==> src/rtl/sblfu_pkg.sv <==
// ----------------------------------------------------------------------------
// sblfu_pkg
// Shared types and constants for the byte-budget LFU cache metadata table.
// ----------------------------------------------------------------------------
package sblfu_pkg;

    localparam int BYTES_W = 24;
    localparam int VIS_W   = 32;
    localparam int STAMP_W = 32;

    localparam logic [BYTES_W-1:0] CAP_RESET = 24'h100000;
    localparam logic [VIS_W-1:0]   VIS_MAX   = '1;
    localparam logic [VIS_W-1:0]   VIS_NEW   = 32'd1;

    typedef enum logic [2:0] {
        ST_MISS   = 3'd0,
        ST_HIT    = 3'd1,
        ST_ADDED  = 3'd2,
        ST_EVICT  = 3'd3,
        ST_REJECT = 3'd4
    } t_status;

    typedef enum logic {
        CMD_LOOKUP = 1'b0,
        CMD_INSERT = 1'b1
    } t_cmd;

    // ranking of a table entry during a scan
    typedef struct packed {
        logic               found;
        logic [STAMP_W-1:0] age;
        logic [VIS_W-1:0]   visits;
    } t_rank;

endpackage

==> src/rtl/sblfu_req_if.sv <==
// ----------------------------------------------------------------------------
// sblfu_req_if
// Request channel: lookup or insert command with key and object size.
// ----------------------------------------------------------------------------
interface sblfu_req_if
    import sblfu_pkg::*;
#(
    parameter int KEY_BITS = 64
) ();
    logic                valid;
    logic                ready;
    logic                command;
    logic [KEY_BITS-1:0] key;
    logic [BYTES_W-1:0]  object_bytes;

    modport source (output valid, command, key, object_bytes, input ready);
    modport sink   (input valid, command, key, object_bytes, output ready);
endinterface

==> src/rtl/sblfu_rsp_if.sv <==
// ----------------------------------------------------------------------------
// sblfu_rsp_if
// Response channel: outcome of one request and table occupancy after it.
// ----------------------------------------------------------------------------
interface sblfu_rsp_if
    import sblfu_pkg::*;
#(
    parameter int KEY_BITS = 64,
    parameter int SLOT_W   = 4,
    parameter int CNT_W    = 5
) ();
    logic                valid;
    logic                ready;
    t_status             status;
    logic [SLOT_W-1:0]   slot;
    logic [VIS_W-1:0]    visits;
    logic [KEY_BITS-1:0] evicted_key;
    logic [BYTES_W-1:0]  evicted_bytes;
    logic [BYTES_W-1:0]  used_bytes;
    logic [CNT_W-1:0]    entry_count;

    modport source (output valid, status, slot, visits, evicted_key, evicted_bytes,
                    used_bytes, entry_count, input ready);
    modport sink   (input valid, status, slot, visits, evicted_key, evicted_bytes,
                    used_bytes, entry_count, output ready);
endinterface

==> src/rtl/sblfu_cmp.sv <==
// ----------------------------------------------------------------------------
// sblfu_cmp
// Shared rank unit: ages one entry and decides if it beats the current pick.
// ----------------------------------------------------------------------------
module sblfu_cmp
    import sblfu_pkg::*;
#(
    parameter int KEY_BITS = 64
) (
    input  logic                i_mode_ins,
    input  logic                i_cand_valid,
    input  logic [KEY_BITS-1:0] i_cand_key,
    input  logic [VIS_W-1:0]    i_cand_visits,
    input  logic [STAMP_W-1:0]  i_cand_stamp,
    input  logic [KEY_BITS-1:0] i_key,
    input  logic [STAMP_W-1:0]  i_next_stamp,
    input  t_rank               i_best,
    output logic                o_take,
    output t_rank               o_cand
);
    logic [STAMP_W-1:0] age;
    logic               eligible;
    logic               older;
    logic               better;

    // age wraps mod 2^32, larger means older
    assign age      = i_next_stamp - i_cand_stamp;
    assign eligible = i_cand_valid && (i_mode_ins || (i_cand_key == i_key));
    assign older    = age > i_best.age;

    always_comb begin
        if (!i_best.found) begin
            better = 1'b1;
        end else if (i_mode_ins) begin
            better = (i_cand_visits < i_best.visits) ||
                     ((i_cand_visits == i_best.visits) && older);
        end else begin
            better = older;
        end
    end

    assign o_take = eligible && better;
    assign o_cand = '{found: 1'b1, age: age, visits: i_cand_visits};
endmodule

==> src/rtl/sblfu_table.sv <==
// ----------------------------------------------------------------------------
// sblfu_table
// Entry store: one write port, one read port with registered read data.
// ----------------------------------------------------------------------------
module sblfu_table #(
    parameter int ENTRIES = 16,
    parameter int REC_W   = 153
) (
    input  logic                       i_clk,
    input  logic                       i_wr_en,
    input  logic [$clog2(ENTRIES)-1:0] i_wr_addr,
    input  logic [REC_W-1:0]           i_wr_data,
    input  logic [$clog2(ENTRIES)-1:0] i_rd_addr,
    output logic [REC_W-1:0]           o_rd_data
);
    logic [REC_W-1:0] mem [ENTRIES];

    always_ff @(posedge i_clk) begin
        if (i_wr_en) begin
            mem[i_wr_addr] <= i_wr_data;
        end
        o_rd_data <= mem[i_rd_addr];
    end
endmodule

==> src/rtl/size_budget_lfu_cache_table.sv <==
// ----------------------------------------------------------------------------
// size_budget_lfu_cache_table
// LFU metadata table for an object cache with a byte budget. Lookups hit
// the oldest matching entry; inserts fill a free slot or evict the least
// visited (oldest on ties) entry when the budget allows.
// ----------------------------------------------------------------------------
//   channel   dir   handshake      contents
//   i_req     in    valid/ready    command, key, object_bytes
//   o_rsp     out   valid/ready    status, slot, visits, evicted_key/bytes,
//                                  used_bytes, entry_count
//   i_cfg     in    write enable   capacity_bytes
//
// After a request is accepted, the table is scanned one entry per cycle
// through the single read port of the entry store and one rank unit.
// After reset a clearing pass runs with i_req.ready low.
// A stalled response beat holds; no request is taken until it is taken.
// ----------------------------------------------------------------------------
module size_budget_lfu_cache_table
    import sblfu_pkg::*;
#(
    parameter int ENTRIES  = 16,
    parameter int KEY_BITS = 64
) (
    input  logic               i_clk,
    input  logic               i_rst_n,
    sblfu_req_if.sink          i_req,
    sblfu_rsp_if.source        o_rsp,
    input  logic               i_cfg_we,
    input  logic [BYTES_W-1:0] i_cfg_wdata
);
    localparam int IDX_W = $clog2(ENTRIES);
    localparam int CNT_W = $clog2(ENTRIES + 1);
    localparam int REC_W = 1 + KEY_BITS + BYTES_W + VIS_W + STAMP_W;
    localparam logic [IDX_W-1:0] IDX_LAST = IDX_W'(ENTRIES - 1);

    typedef enum logic [5:0] {
        S_CLEAR  = 6'b000001,
        S_IDLE   = 6'b000010,
        S_SCAN   = 6'b000100,
        S_DRAIN  = 6'b001000,
        S_DECIDE = 6'b010000,
        S_OUT    = 6'b100000
    } t_state;

    t_state r_state, n_state;

    logic [IDX_W-1:0]    r_addr;
    logic                r_dv;
    logic [IDX_W-1:0]    r_didx;
    logic [BYTES_W-1:0]  r_cap;
    logic [STAMP_W-1:0]  r_stamp;
    logic [BYTES_W-1:0]  r_biu;
    logic [CNT_W-1:0]    r_cnt;
    logic                r_free_found;

    // request and scan payload
    logic                r_cmd;
    logic [KEY_BITS-1:0] r_key;
    logic [BYTES_W-1:0]  r_obj;
    t_rank               r_best;
    logic [IDX_W-1:0]    r_best_idx;
    logic [KEY_BITS-1:0] r_best_key;
    logic [BYTES_W-1:0]  r_best_bytes;
    logic [STAMP_W-1:0]  r_best_stamp;
    logic [IDX_W-1:0]    r_free_idx;

    // response registers
    t_status             r_status, n_status;
    logic [IDX_W-1:0]    r_slot, n_slot;
    logic [VIS_W-1:0]    r_visits, n_visits;
    logic [KEY_BITS-1:0] r_evk, n_evk;
    logic [BYTES_W-1:0]  r_evb, n_evb;
    logic [BYTES_W-1:0]  r_used, n_biu;
    logic [CNT_W-1:0]    r_count, n_cnt;
    logic [STAMP_W-1:0]  n_stamp;

    // store ports
    logic                wr_en;
    logic [IDX_W-1:0]    wr_addr;
    logic [REC_W-1:0]    wr_data;
    logic [REC_W-1:0]    rd_data;
    logic                rd_valid;
    logic [KEY_BITS-1:0] rd_key;
    logic [BYTES_W-1:0]  rd_bytes;
    logic [VIS_W-1:0]    rd_visits;
    logic [STAMP_W-1:0]  rd_stamp;

    logic                take;
    t_rank               cand;

    logic                req_beat;
    logic [BYTES_W:0]    sum_free;
    logic                fits_free;
    logic signed [BYTES_W+1:0] sum_ev;
    logic                fits_ev;
    logic [VIS_W-1:0]    vis_inc;

    assign req_beat = i_req.valid && i_req.ready;
    assign {rd_valid, rd_key, rd_bytes, rd_visits, rd_stamp} = rd_data;

    sblfu_table #(
        .ENTRIES (ENTRIES),
        .REC_W   (REC_W)
    ) u_table (
        .i_clk     (i_clk),
        .i_wr_en   (wr_en),
        .i_wr_addr (wr_addr),
        .i_wr_data (wr_data),
        .i_rd_addr (r_addr),
        .o_rd_data (rd_data)
    );

    sblfu_cmp #(
        .KEY_BITS (KEY_BITS)
    ) u_cmp (
        .i_mode_ins    (r_cmd == CMD_INSERT),
        .i_cand_valid  (rd_valid),
        .i_cand_key    (rd_key),
        .i_cand_visits (rd_visits),
        .i_cand_stamp  (rd_stamp),
        .i_key         (r_key),
        .i_next_stamp  (r_stamp),
        .i_best        (r_best),
        .o_take        (take),
        .o_cand        (cand)
    );

    // budget checks; a negative eviction sum means the pick outweighs use
    assign sum_free  = {1'b0, r_biu} + {1'b0, r_obj};
    assign fits_free = sum_free <= {1'b0, r_cap};
    assign sum_ev    = $signed({2'b00, r_biu}) - $signed({2'b00, r_best_bytes})
                     + $signed({2'b00, r_obj});
    assign fits_ev   = !sum_ev[BYTES_W+1] && (sum_ev[BYTES_W:0] <= {1'b0, r_cap});
    assign vis_inc   = (r_best.visits == VIS_MAX) ? VIS_MAX : r_best.visits + VIS_NEW;

    always_comb begin
        n_status = ST_MISS;
        n_slot   = '0;
        n_visits = '0;
        n_evk    = '0;
        n_evb    = '0;
        n_biu    = r_biu;
        n_cnt    = r_cnt;
        n_stamp  = r_stamp;
        wr_en    = 1'b0;
        wr_addr  = r_addr;
        wr_data  = '0;
        if (r_state == S_CLEAR) begin
            wr_en = 1'b1;
        end else if (r_state == S_DECIDE) begin
            if (r_cmd == CMD_LOOKUP) begin
                if (r_best.found) begin
                    n_status = ST_HIT;
                    n_slot   = r_best_idx;
                    n_visits = vis_inc;
                    wr_en    = 1'b1;
                    wr_addr  = r_best_idx;
                    wr_data  = {1'b1, r_best_key, r_best_bytes, vis_inc, r_best_stamp};
                end
            end else if (r_free_found && fits_free) begin
                n_status = ST_ADDED;
                n_slot   = r_free_idx;
                n_biu    = sum_free[BYTES_W-1:0];
                n_cnt    = r_cnt + CNT_W'(1);
                n_stamp  = r_stamp + STAMP_W'(1);
                wr_en    = 1'b1;
                wr_addr  = r_free_idx;
                wr_data  = {1'b1, r_key, r_obj, VIS_NEW, r_stamp};
            end else if (r_best.found && fits_ev) begin
                n_status = ST_EVICT;
                n_slot   = r_best_idx;
                n_evk    = r_best_key;
                n_evb    = r_best_bytes;
                n_biu    = sum_ev[BYTES_W-1:0];
                n_stamp  = r_stamp + STAMP_W'(1);
                wr_en    = 1'b1;
                wr_addr  = r_best_idx;
                wr_data  = {1'b1, r_key, r_obj, VIS_NEW, r_stamp};
            end else begin
                n_status = ST_REJECT;
            end
        end
    end

    always_comb begin
        n_state = r_state;
        unique case (r_state)
            S_CLEAR:  if (r_addr == IDX_LAST) n_state = S_IDLE;
            S_IDLE:   if (req_beat) n_state = S_SCAN;
            S_SCAN:   if (r_addr == IDX_LAST) n_state = S_DRAIN;
            S_DRAIN:  n_state = S_DECIDE;
            S_DECIDE: n_state = S_OUT;
            S_OUT:    if (o_rsp.ready) n_state = S_IDLE;
            default:  n_state = S_CLEAR;
        endcase
    end

    // control state
    always_ff @(posedge i_clk) begin
        if (!i_rst_n) begin
            r_state      <= S_CLEAR;
            r_addr       <= '0;
            r_dv         <= 1'b0;
            r_cap        <= CAP_RESET;
            r_stamp      <= '0;
            r_biu        <= '0;
            r_cnt        <= '0;
            r_best.found <= 1'b0;
            r_free_found <= 1'b0;
        end else begin
            r_state <= n_state;
            r_dv    <= (r_state == S_SCAN);
            if (i_cfg_we) begin
                r_cap <= i_cfg_wdata;
            end
            if (r_state == S_CLEAR || r_state == S_SCAN) begin
                r_addr <= (r_addr == IDX_LAST) ? '0 : r_addr + IDX_W'(1);
            end
            if (req_beat) begin
                r_best.found <= 1'b0;
                r_free_found <= 1'b0;
            end
            if (r_dv) begin
                if (take) begin
                    r_best.found  <= 1'b1;
                    r_best.age    <= cand.age;
                    r_best.visits <= cand.visits;
                end
                if (!rd_valid) begin
                    r_free_found <= 1'b1;
                end
            end
            if (r_state == S_DECIDE) begin
                r_stamp <= n_stamp;
                r_biu   <= n_biu;
                r_cnt   <= n_cnt;
            end
        end
    end

    // payload
    always_ff @(posedge i_clk) begin
        r_didx <= r_addr;
        if (req_beat) begin
            r_cmd <= i_req.command;
            r_key <= i_req.key;
            r_obj <= i_req.object_bytes;
        end
        if (r_dv) begin
            if (take) begin
                r_best_idx    <= r_didx;
                r_best_key    <= rd_key;
                r_best_bytes  <= rd_bytes;
                r_best_stamp  <= rd_stamp;
            end
            // lowest free slot wins
            if (!rd_valid && !r_free_found) begin
                r_free_idx <= r_didx;
            end
        end
        if (r_state == S_DECIDE) begin
            r_status <= n_status;
            r_slot   <= n_slot;
            r_visits <= n_visits;
            r_evk    <= n_evk;
            r_evb    <= n_evb;
            r_used   <= n_biu;
            r_count  <= n_cnt;
        end
    end

    assign i_req.ready         = (r_state == S_IDLE);
    assign o_rsp.valid         = (r_state == S_OUT);
    assign o_rsp.status        = r_status;
    assign o_rsp.slot          = r_slot;
    assign o_rsp.visits        = r_visits;
    assign o_rsp.evicted_key   = r_evk;
    assign o_rsp.evicted_bytes = r_evb;
    assign o_rsp.used_bytes    = r_used;
    assign o_rsp.entry_count   = r_count;

`ifndef SYNTHESIS
    a_count_bound: assert property (@(posedge i_clk) disable iff (!i_rst_n)
        r_cnt <= CNT_W'(ENTRIES))
        else $error("valid entry count exceeds table depth");

    a_no_overlap: assert property (@(posedge i_clk) disable iff (!i_rst_n)
        !(i_req.ready && o_rsp.valid))
        else $error("request taken while a response is pending");

    a_scan_latency: assert property (@(posedge i_clk) disable iff (!i_rst_n)
        i_req.valid && i_req.ready |=> !o_rsp.valid && !i_req.ready)
        else $error("request finished without a table scan");

    a_hit_visits: assert property (@(posedge i_clk) disable iff (!i_rst_n)
        o_rsp.valid && (o_rsp.status == ST_HIT) |-> (o_rsp.visits != '0))
        else $error("hit reported with zero visit count");

    a_budget: assert property (@(posedge i_clk) disable iff (!i_rst_n)
        o_rsp.valid && (o_rsp.status == ST_ADDED || o_rsp.status == ST_EVICT)
        |-> (o_rsp.used_bytes <= r_cap))
        else $error("insert accepted beyond byte budget");
`endif

endmodule

==> src/flat_wrapper.sv <==
// flat-port wrapper written by rule: the top's interface ports become plain ports
module size_budget_lfu_cache_table_flat import sblfu_pkg::*;
#(
    parameter int ENTRIES  = 16,
    parameter int KEY_BITS = 64
)
  (i_clk, i_rst_n, i_cfg_we, i_cfg_wdata, i_req_valid, i_req_command, i_req_key, i_req_object_bytes, i_req_ready, o_rsp_valid, o_rsp_status, o_rsp_slot, o_rsp_visits, o_rsp_evicted_key, o_rsp_evicted_bytes, o_rsp_used_bytes, o_rsp_entry_count, o_rsp_ready);
  sblfu_req_if #(.KEY_BITS(KEY_BITS)) i_req_i ();
  sblfu_rsp_if #(.KEY_BITS(KEY_BITS), .SLOT_W(4), .CNT_W(5)) o_rsp_i ();
  input  logic i_clk;
  input  logic i_rst_n;
  input  logic i_cfg_we;
  input  logic [BYTES_W-1:0] i_cfg_wdata;
  input wire logic [$bits(i_req_i.valid)-1:0] i_req_valid;
  input wire logic [$bits(i_req_i.command)-1:0] i_req_command;
  input wire logic [$bits(i_req_i.key)-1:0] i_req_key;
  input wire logic [$bits(i_req_i.object_bytes)-1:0] i_req_object_bytes;
  output wire logic [$bits(i_req_i.ready)-1:0] i_req_ready;
  output wire logic [$bits(o_rsp_i.valid)-1:0] o_rsp_valid;
  output wire logic [$bits(o_rsp_i.status)-1:0] o_rsp_status;
  output wire logic [$bits(o_rsp_i.slot)-1:0] o_rsp_slot;
  output wire logic [$bits(o_rsp_i.visits)-1:0] o_rsp_visits;
  output wire logic [$bits(o_rsp_i.evicted_key)-1:0] o_rsp_evicted_key;
  output wire logic [$bits(o_rsp_i.evicted_bytes)-1:0] o_rsp_evicted_bytes;
  output wire logic [$bits(o_rsp_i.used_bytes)-1:0] o_rsp_used_bytes;
  output wire logic [$bits(o_rsp_i.entry_count)-1:0] o_rsp_entry_count;
  input wire logic [$bits(o_rsp_i.ready)-1:0] o_rsp_ready;
  assign i_req_i.valid = i_req_valid;
  assign i_req_i.command = i_req_command;
  assign i_req_i.key = i_req_key;
  assign i_req_i.object_bytes = i_req_object_bytes;
  assign i_req_ready = i_req_i.ready;
  assign o_rsp_valid = o_rsp_i.valid;
  assign o_rsp_status = o_rsp_i.status;
  assign o_rsp_slot = o_rsp_i.slot;
  assign o_rsp_visits = o_rsp_i.visits;
  assign o_rsp_evicted_key = o_rsp_i.evicted_key;
  assign o_rsp_evicted_bytes = o_rsp_i.evicted_bytes;
  assign o_rsp_used_bytes = o_rsp_i.used_bytes;
  assign o_rsp_entry_count = o_rsp_i.entry_count;
  assign o_rsp_i.ready = o_rsp_ready;
  size_budget_lfu_cache_table #(.ENTRIES(ENTRIES), .KEY_BITS(KEY_BITS)) u_core (.i_clk(i_clk), .i_rst_n(i_rst_n), .i_req(i_req_i), .o_rsp(o_rsp_i), .i_cfg_we(i_cfg_we), .i_cfg_wdata(i_cfg_wdata));
endmodule
==> config.mk <==
export PLATFORM = sky130hd
export DESIGN_NAME = size_budget_lfu_cache_table_flat
export DESIGN_NICKNAME = d
export VERILOG_FILES = /design/src/rtl/sblfu_pkg.sv /design/src/rtl/sblfu_req_if.sv /design/src/rtl/sblfu_rsp_if.sv /design/src/rtl/sblfu_cmp.sv /design/src/rtl/sblfu_table.sv /design/src/rtl/size_budget_lfu_cache_table.sv /design/src/flat_wrapper.sv
export SDC_FILE = /design/constraint.sdc
export NUM_CORES = 2
export LEC_CHECK = 0
export CAP_MARGIN = 25
export CORE_MARGIN = 2
export CORE_UTILIZATION = 35
export DETAILED_ROUTE_END_ITERATION = 16
export DONT_BUFFER_PORTS = 1
export PLACE_DENSITY_LB_ADDON = 0.3
export REMOVE_ABC_BUFFERS = 1
export SYNTH_ARGS = -nofsm -noshare
export SYNTH_HDL_FRONTEND = slang
export SYNTH_SLANG_ARGS = --single-unit
==> constraint.sdc <==
create_clock -name i_clk -period 24.8 [get_ports i_clk]
set_clock_uncertainty 0.15 [all_clocks]
set_input_delay 3.72 -clock i_clk [delete_from_list [all_inputs] [get_ports i_clk]]
set_output_delay 3.72 -clock i_clk [all_outputs]
set_load 0.005 [all_outputs]
# == Word level (Yosys, flattened, before mapping) ==
# Memory sizes are Yosys's and may differ from the RTL's. A register that Yosys moved wholly into a read port is not among the register bits.
# Index checks and enable logic that the tools add are counted.
# classes
n_reduce_logical,22
n_addsub,8
order_cmp,4
muxes,52
bitwise,4
n_eq_ne,14
# op_table
operator,count
153-bit two-way mux,6
65-bit two-way mux,2
24-bit two-way mux,4
32-bit two-way mux,3
"32-bit by 1-bit adder with 32-bit output, second input constant",2
64-bit equality test,1
25-bit by 24-bit less-or-equal comparator with 1-bit output,2
4-bit two-way mux,11
6-bit one-hot mux with 6 select lines,1
32-bit equality test,1
"32-bit equality test, second input constant",1
32-bit greater-than comparator,1
32-bit less-than comparator,1
32-bit subtractor,1
26-bit by 25-bit adder with 26-bit output,1
24-bit by 24-bit adder with 25-bit output,1
24-bit by 24-bit subtractor with 25-bit output,1
6-bit two-way mux,4
1-bit two-way mux,15
5-bit two-way mux,3
3-bit two-way mux,3
1-bit logical AND,8
4-bit AND reduction,2
"6-bit by 1-bit equality test with 1-bit output, second input constant",1
other kinds (18),28
# word_totals
memories,1
reg_bits,539
word_cells,132
input_bits,118
out_inout_bits,158
ram_bits,2448
# mem_list
memory,words,word_bits,rd,rd_ports_with_merged_regs,wr,line,text
u_core.u_table.mem,16,153,1,1,1,sblfu_table.sv:16,logic [REC_W-1:0] mem [ENTRIES];

# == Depth between registers and ports, before layout ==
# depth
word_depth,12
depth_mapped,36
mapped_depth_nobuf,34

# == Cells and area by module ==
# A second synthesis with hierarchy kept.
# unflattened
cells_unflattened,6676
hier_area_um2,124434.3
# modules_own_cells
module,instances,cells_each,seq_area_each_um2,area_each_um2
sblfu_table,1,4015,76573.4,95051.2
size_budget_lfu_cache_table,1,2080,15164.5,25090.3
sblfu_cmp,1,581,0.0,4292.9

# == Least setup slack after synthesis ==
# No wires, ideal clock.
# synth_path
kind,register -> register
from,register u_core.r_best_bytes[1]
to,memory u_core.u_table.mem[6][0] (enable)
setup_ns,1.093
t_arrival_ns,21.612
period_less_slack_ns,22.855
slack_ns,1.945
n_path_buf,1
required_time_ns,23.557
path_stages_with_launch,34
path_cell_list,edfxtp_1 inv_1 ha_1 nor2b_1 o21ai_0 a21boi_0 o21ai_0 a211oi_1 a41o_1 o41a_1 a21oi_1 o21bai_1 a21oi_1 xnor2_1 ha_1 and3_1 a221o_1 a21oi_2 nand2b_1 nand2b_1 a21oi_1 xnor2_1 ha_1 a21o_1 a21oi_1 o21ai_0 nand2_1 o211ai_1 o21a_1 a21o_1 buf_2 a31oi_4 o21ai_1 nor4b_1
# synth_via
elab_chain_cells,12
word_cells_on_any_way,18
classes_between,add/sub (2); order compare (1); mux (12); reduce/logical (3)
# synth_rtl
item,line,text
start: declaration,size_budget_lfu_cache_table.sv:63,logic [BYTES_W-1:0] r_best_bytes;
start signal: assignment,size_budget_lfu_cache_table.sv:253,r_best_bytes <= rd_bytes;
24-bit by 24-bit subtractor with 25-bit output *,size_budget_lfu_cache_table.sv:131,"assign sum_ev = $signed({2'b00, r_biu}) - $signed({2'b00, r_best_bytes})"
26-bit by 25-bit adder with 26-bit output *,size_budget_lfu_cache_table.sv:132,"+ $signed({2'b00, r_obj});"
25-bit by 24-bit less-or-equal comparator with 1-bit output or 1-bit zero test (tied branches),size_budget_lfu_cache_table.sv:133,"assign fits_ev = !sum_ev[BYTES_W+1] && (sum_ev[BYTES_W:0] <= {1'b0, r_cap});"
1-bit logical AND *,size_budget_lfu_cache_table.sv:133,
1-bit logical AND *,size_budget_lfu_cache_table.sv:169,end else if (r_best.found && fits_ev) begin
1-bit two-way mux,size_budget_lfu_cache_table.sv:169,
1-bit two-way mux,size_budget_lfu_cache_table.sv:160,end else if (r_free_found && fits_free) begin
1-bit two-way mux,size_budget_lfu_cache_table.sv:151,if (r_cmd == CMD_LOOKUP) begin
1-bit two-way mux,size_budget_lfu_cache_table.sv:150,end else if (r_state == S_DECIDE) begin
1-bit two-way mux,size_budget_lfu_cache_table.sv:148,if (r_state == S_CLEAR) begin
1-bit two-way mux,sblfu_table.sv:19,if (i_wr_en) begin
1-bit two-way mux (implied by the code),sblfu_table.sv:20,mem[i_wr_addr] <= i_wr_data;
end: declaration,sblfu_table.sv:16,
# Mark *: on every way between the ends. The rest lies on a longest branch, timed or not.

# == Final worst setup path ==
# layout_path
from,register u_core.r_best_bytes[1]
to,memory u_core.u_table.mem[11][110] (enable)
# Same word-level chain as after synthesis.

==> metrics.yaml <==
outcome:
  status: "completed"
power_and_ir_drop:
  vdd_drop_max_mv: 0.1309
  power_frac_clock_pct: 37.4
  sequentialPowerShare_pct: 48.6
  leakagePower_nw: 43.23
  p_sw_mw: 3.380
  intPower_mw: 10.17
  swShare_pct: 24.95
  comb_power_share_pct: 13.9
  powerDensity_nw_per_um2: 95.60
clock_tree:
  cts_resized: 0
  cts_tree: "done"
  postCtsHoldBufs: 0
  clk_pin_slew_ps: 60
  cts_root_buffer: "clkbuf_16"
  clock_sinks: 3140
  clk_latency_ps: 970
  post_cts_buffers: 0
  clock_path_buffers: 4
  h-tree-depth: 5
  cts_buffers: 338
setup_path:
  cp-start-kind: "flip-flop"
  crit_type: "reg -> reg"
  critical-path-slowest-cell: "nor3_2"
  crit_buf_inv: 4
  cp.required_ps: 25140
  path_depth: 36
  critical-path-top-delay-family: "compound AO/OA/AOI/OAI gates"
  cp_max_fo: 49
  crit_arrival_ps: 11750
  r2r_slack_ps: 13390
  cp_slowest_stage_delay_ps: 830
  reg2reg_depth: 36
  end_kind: "flip-flop"
routing:
  first_iter_violations: 5862
  wl_mm: 320.6
  wl_per_cell_um: 27.90
  drc: 0
  ant_nets: 0
  dr.pass1.iters: 7
  viasPerCell: 5.336
  vias: 61310
timing:
  hold_violations: 0
  drv_slew: 0
  setup_tns_ps: 0
  period_minus_slack_ps: 11410
  rsz0062_at_grt: "false"
  min_period_over_period_pct: 46.02
  finalSetupViolCount: 0
  max_freq_ghz: 0.08761
  tightest_slew_ps: 1141
  relSlewSlack_pct: 23.92
synthesis:
  synthTopCellsByArea: "edfxtp_1, mux4_2, dfxtp_1, ha_1, nor2_1"
  synthesis.area_um2: 123900
  synth_largest_area_cell: "edfxtp_1"
  synth_flop_cell: "edfxtp_1"
  ys_async_sr_fraction_pct: 0
  synthCells: 6233
  synth-edff-count: 2885
  netlist.area_leader.share_pct: 69.94
  syn_avg_cell_area_um2: 19.87
  post_synth_num_cell_types: 86
  ys_top_cells_by_count: "edfxtp_1, mux4_2, nor2_1"
  yosysMostFrequentCell: "edfxtp_1"
  ys_seq_area_share_pct: 74.06
  yosysWarnings: 0
  synth-seq-cells: 3140
hold_path:
  hold_depth: 0
  hold_path_class: "reg -> reg"
finish:
  final_nets: 6807
  drive_above_1_share_pct: 22.13
  fillers: 31290
  multi_input_area_um2: 30580
  area_growth_pct: 14.41
  regArea_um2: 91750
  final_core_utilization_pct: 40.21
grt:
  antenna_found_initial: 28
  grt_usage_pct: 17.64
  first_global_vias: 63250
  grt_max_degree: 146
  overflow: 0
  grt_pass1_wl_mm: 460.6
placed_design:
  dp_hpwl_mm: 181.2
  io_buffers: 0
  finalWeightedCongestion: 0.8551
floorplan:
  initial_core_util_pct: 35.15
  io_pins: 276
  die_h_um: 598.9
  core_um2: 352400
  die-area_um2: 358700
  num_rows: 218
  die_w_um: 598.9
flow_run:
  max_cap_violations: 0
## state kept, by name (all words and copies together) (netlist names), 5 cells and up
register,flops
u_core.r_best_bytes,24
u_core.r_obj,24
u_core.r_cnt,5
u_core.r_cap,24
u_core.o_rsp.visits,32
u_core.u_table.o_rd_data,153
u_core.r_stamp,32
u_core.r_best_stamp,32
u_core.r_key,64
u_core.u_table.mem,2448
u_core.r_biu,24
u_core.o_rsp.evicted_key,64
u_core.o_rsp.entry_count,5
u_core.o_rsp.evicted_bytes,24
u_core.r_best,65
u_core.o_rsp.used_bytes,24
u_core.r_state,6
u_core.r_best_key,64
## per-layer routing
layer	track usage (%)	part of all wire (%)	vias up
met5	0	0.012	-
met4	4.523	2.4	6
met1	24.87	44	32900
li1	-	-	25930
met2	28.66	48	2037
met3	2.664	5.9	440
## cells by family after synthesis
group / Yosys count / synth area share (%)
AND/OR/NAND/NOR: 797 / 3.163
AO/OA/AOI/OAI: 610 / 3.461
multiplexers: 805 / 14.23
adder cells (fa/ha/maj): 223 / 2.277
flip-flops: 3140 / 74.06
buffers and inverters: 460 / 1.404
XOR/XNOR: 198 / 1.400
## layout by cell type, fill, tap and decap left out, types with 80 or more instances in the layout
cell type / instances
clkbuf_16: 348
xor2_1: 82
and2_1: 80
nand2_1: 140
xnor2_1: 116
inv_1: 188
clkbuf_1: 87
nor2_1: 274
ha_1: 219
mux4_2: 765
a21oi_1: 152
buf_4: 131
dfxtp_1: 251
edfxtp_1: 2885
## per-stage QoR
| stage | cell area [um^2] | cells | hold WS, ps | worst slack (ps) | total power, mW |
|---|---|---|---|---|---|
| finish | 141700 | 11490 | 252.9 | 13390 | 13.55 |
| global route | 141700 | 11480 | 257.1 | 12690 | 14.04 |
| CTS | 141600 | 11470 | 252.5 | 13520 | 13.71 |
| detailed placement | 130400 | 10840 | 238.7 | 13570 | 8.614 |
| global placement | 130200 | 10830 | 238.1 | 13450 | 8.575 |
| floorplan | 122900 | 5967 | 235.5 | -18400 | 8.803 |
## power groups by stage
stage	Clock (mW)	Sequential, mW	Combinational, mW
finish	5.07	6.59	1.89
global route	5.39	6.62	2.03
CTS	5.19	6.59	1.93
detailed placement	0	6.69	1.92
global placement	0	6.67	1.90
floorplan	0	6.96	1.84
## final timing paths
kind                                 from                     endpoint
max                u_core.r_best_bytes[1]  u_core.u_table.mem[11][110]
min          u_core.u_table.o_rd_data[85]      u_core.r_best_bytes[21]
min reg2reg  u_core.u_table.o_rd_data[85]      u_core.r_best_bytes[21]
max reg2reg        u_core.r_best_bytes[1]  u_core.u_table.mem[11][110]
## final cells by class
| cell class | instances | share of cell area, % |
|---|---|---|
| Tap cell | 4730 | 4.176 |
| Antenna cell | 9 | 0.01589 |
| Clock inverter | 171 | 1.313 |
| Multi-Input combinational cell | 2633 | 21.58 |
| Timing Repair Buffer | 159 | 1.076 |
| Clock buffer | 455 | 6.570 |
| Sequential cell | 3140 | 64.74 |
| Inverter | 194 | 0.5227 |
No activity file was read; power rests on OpenSTA's default activity.
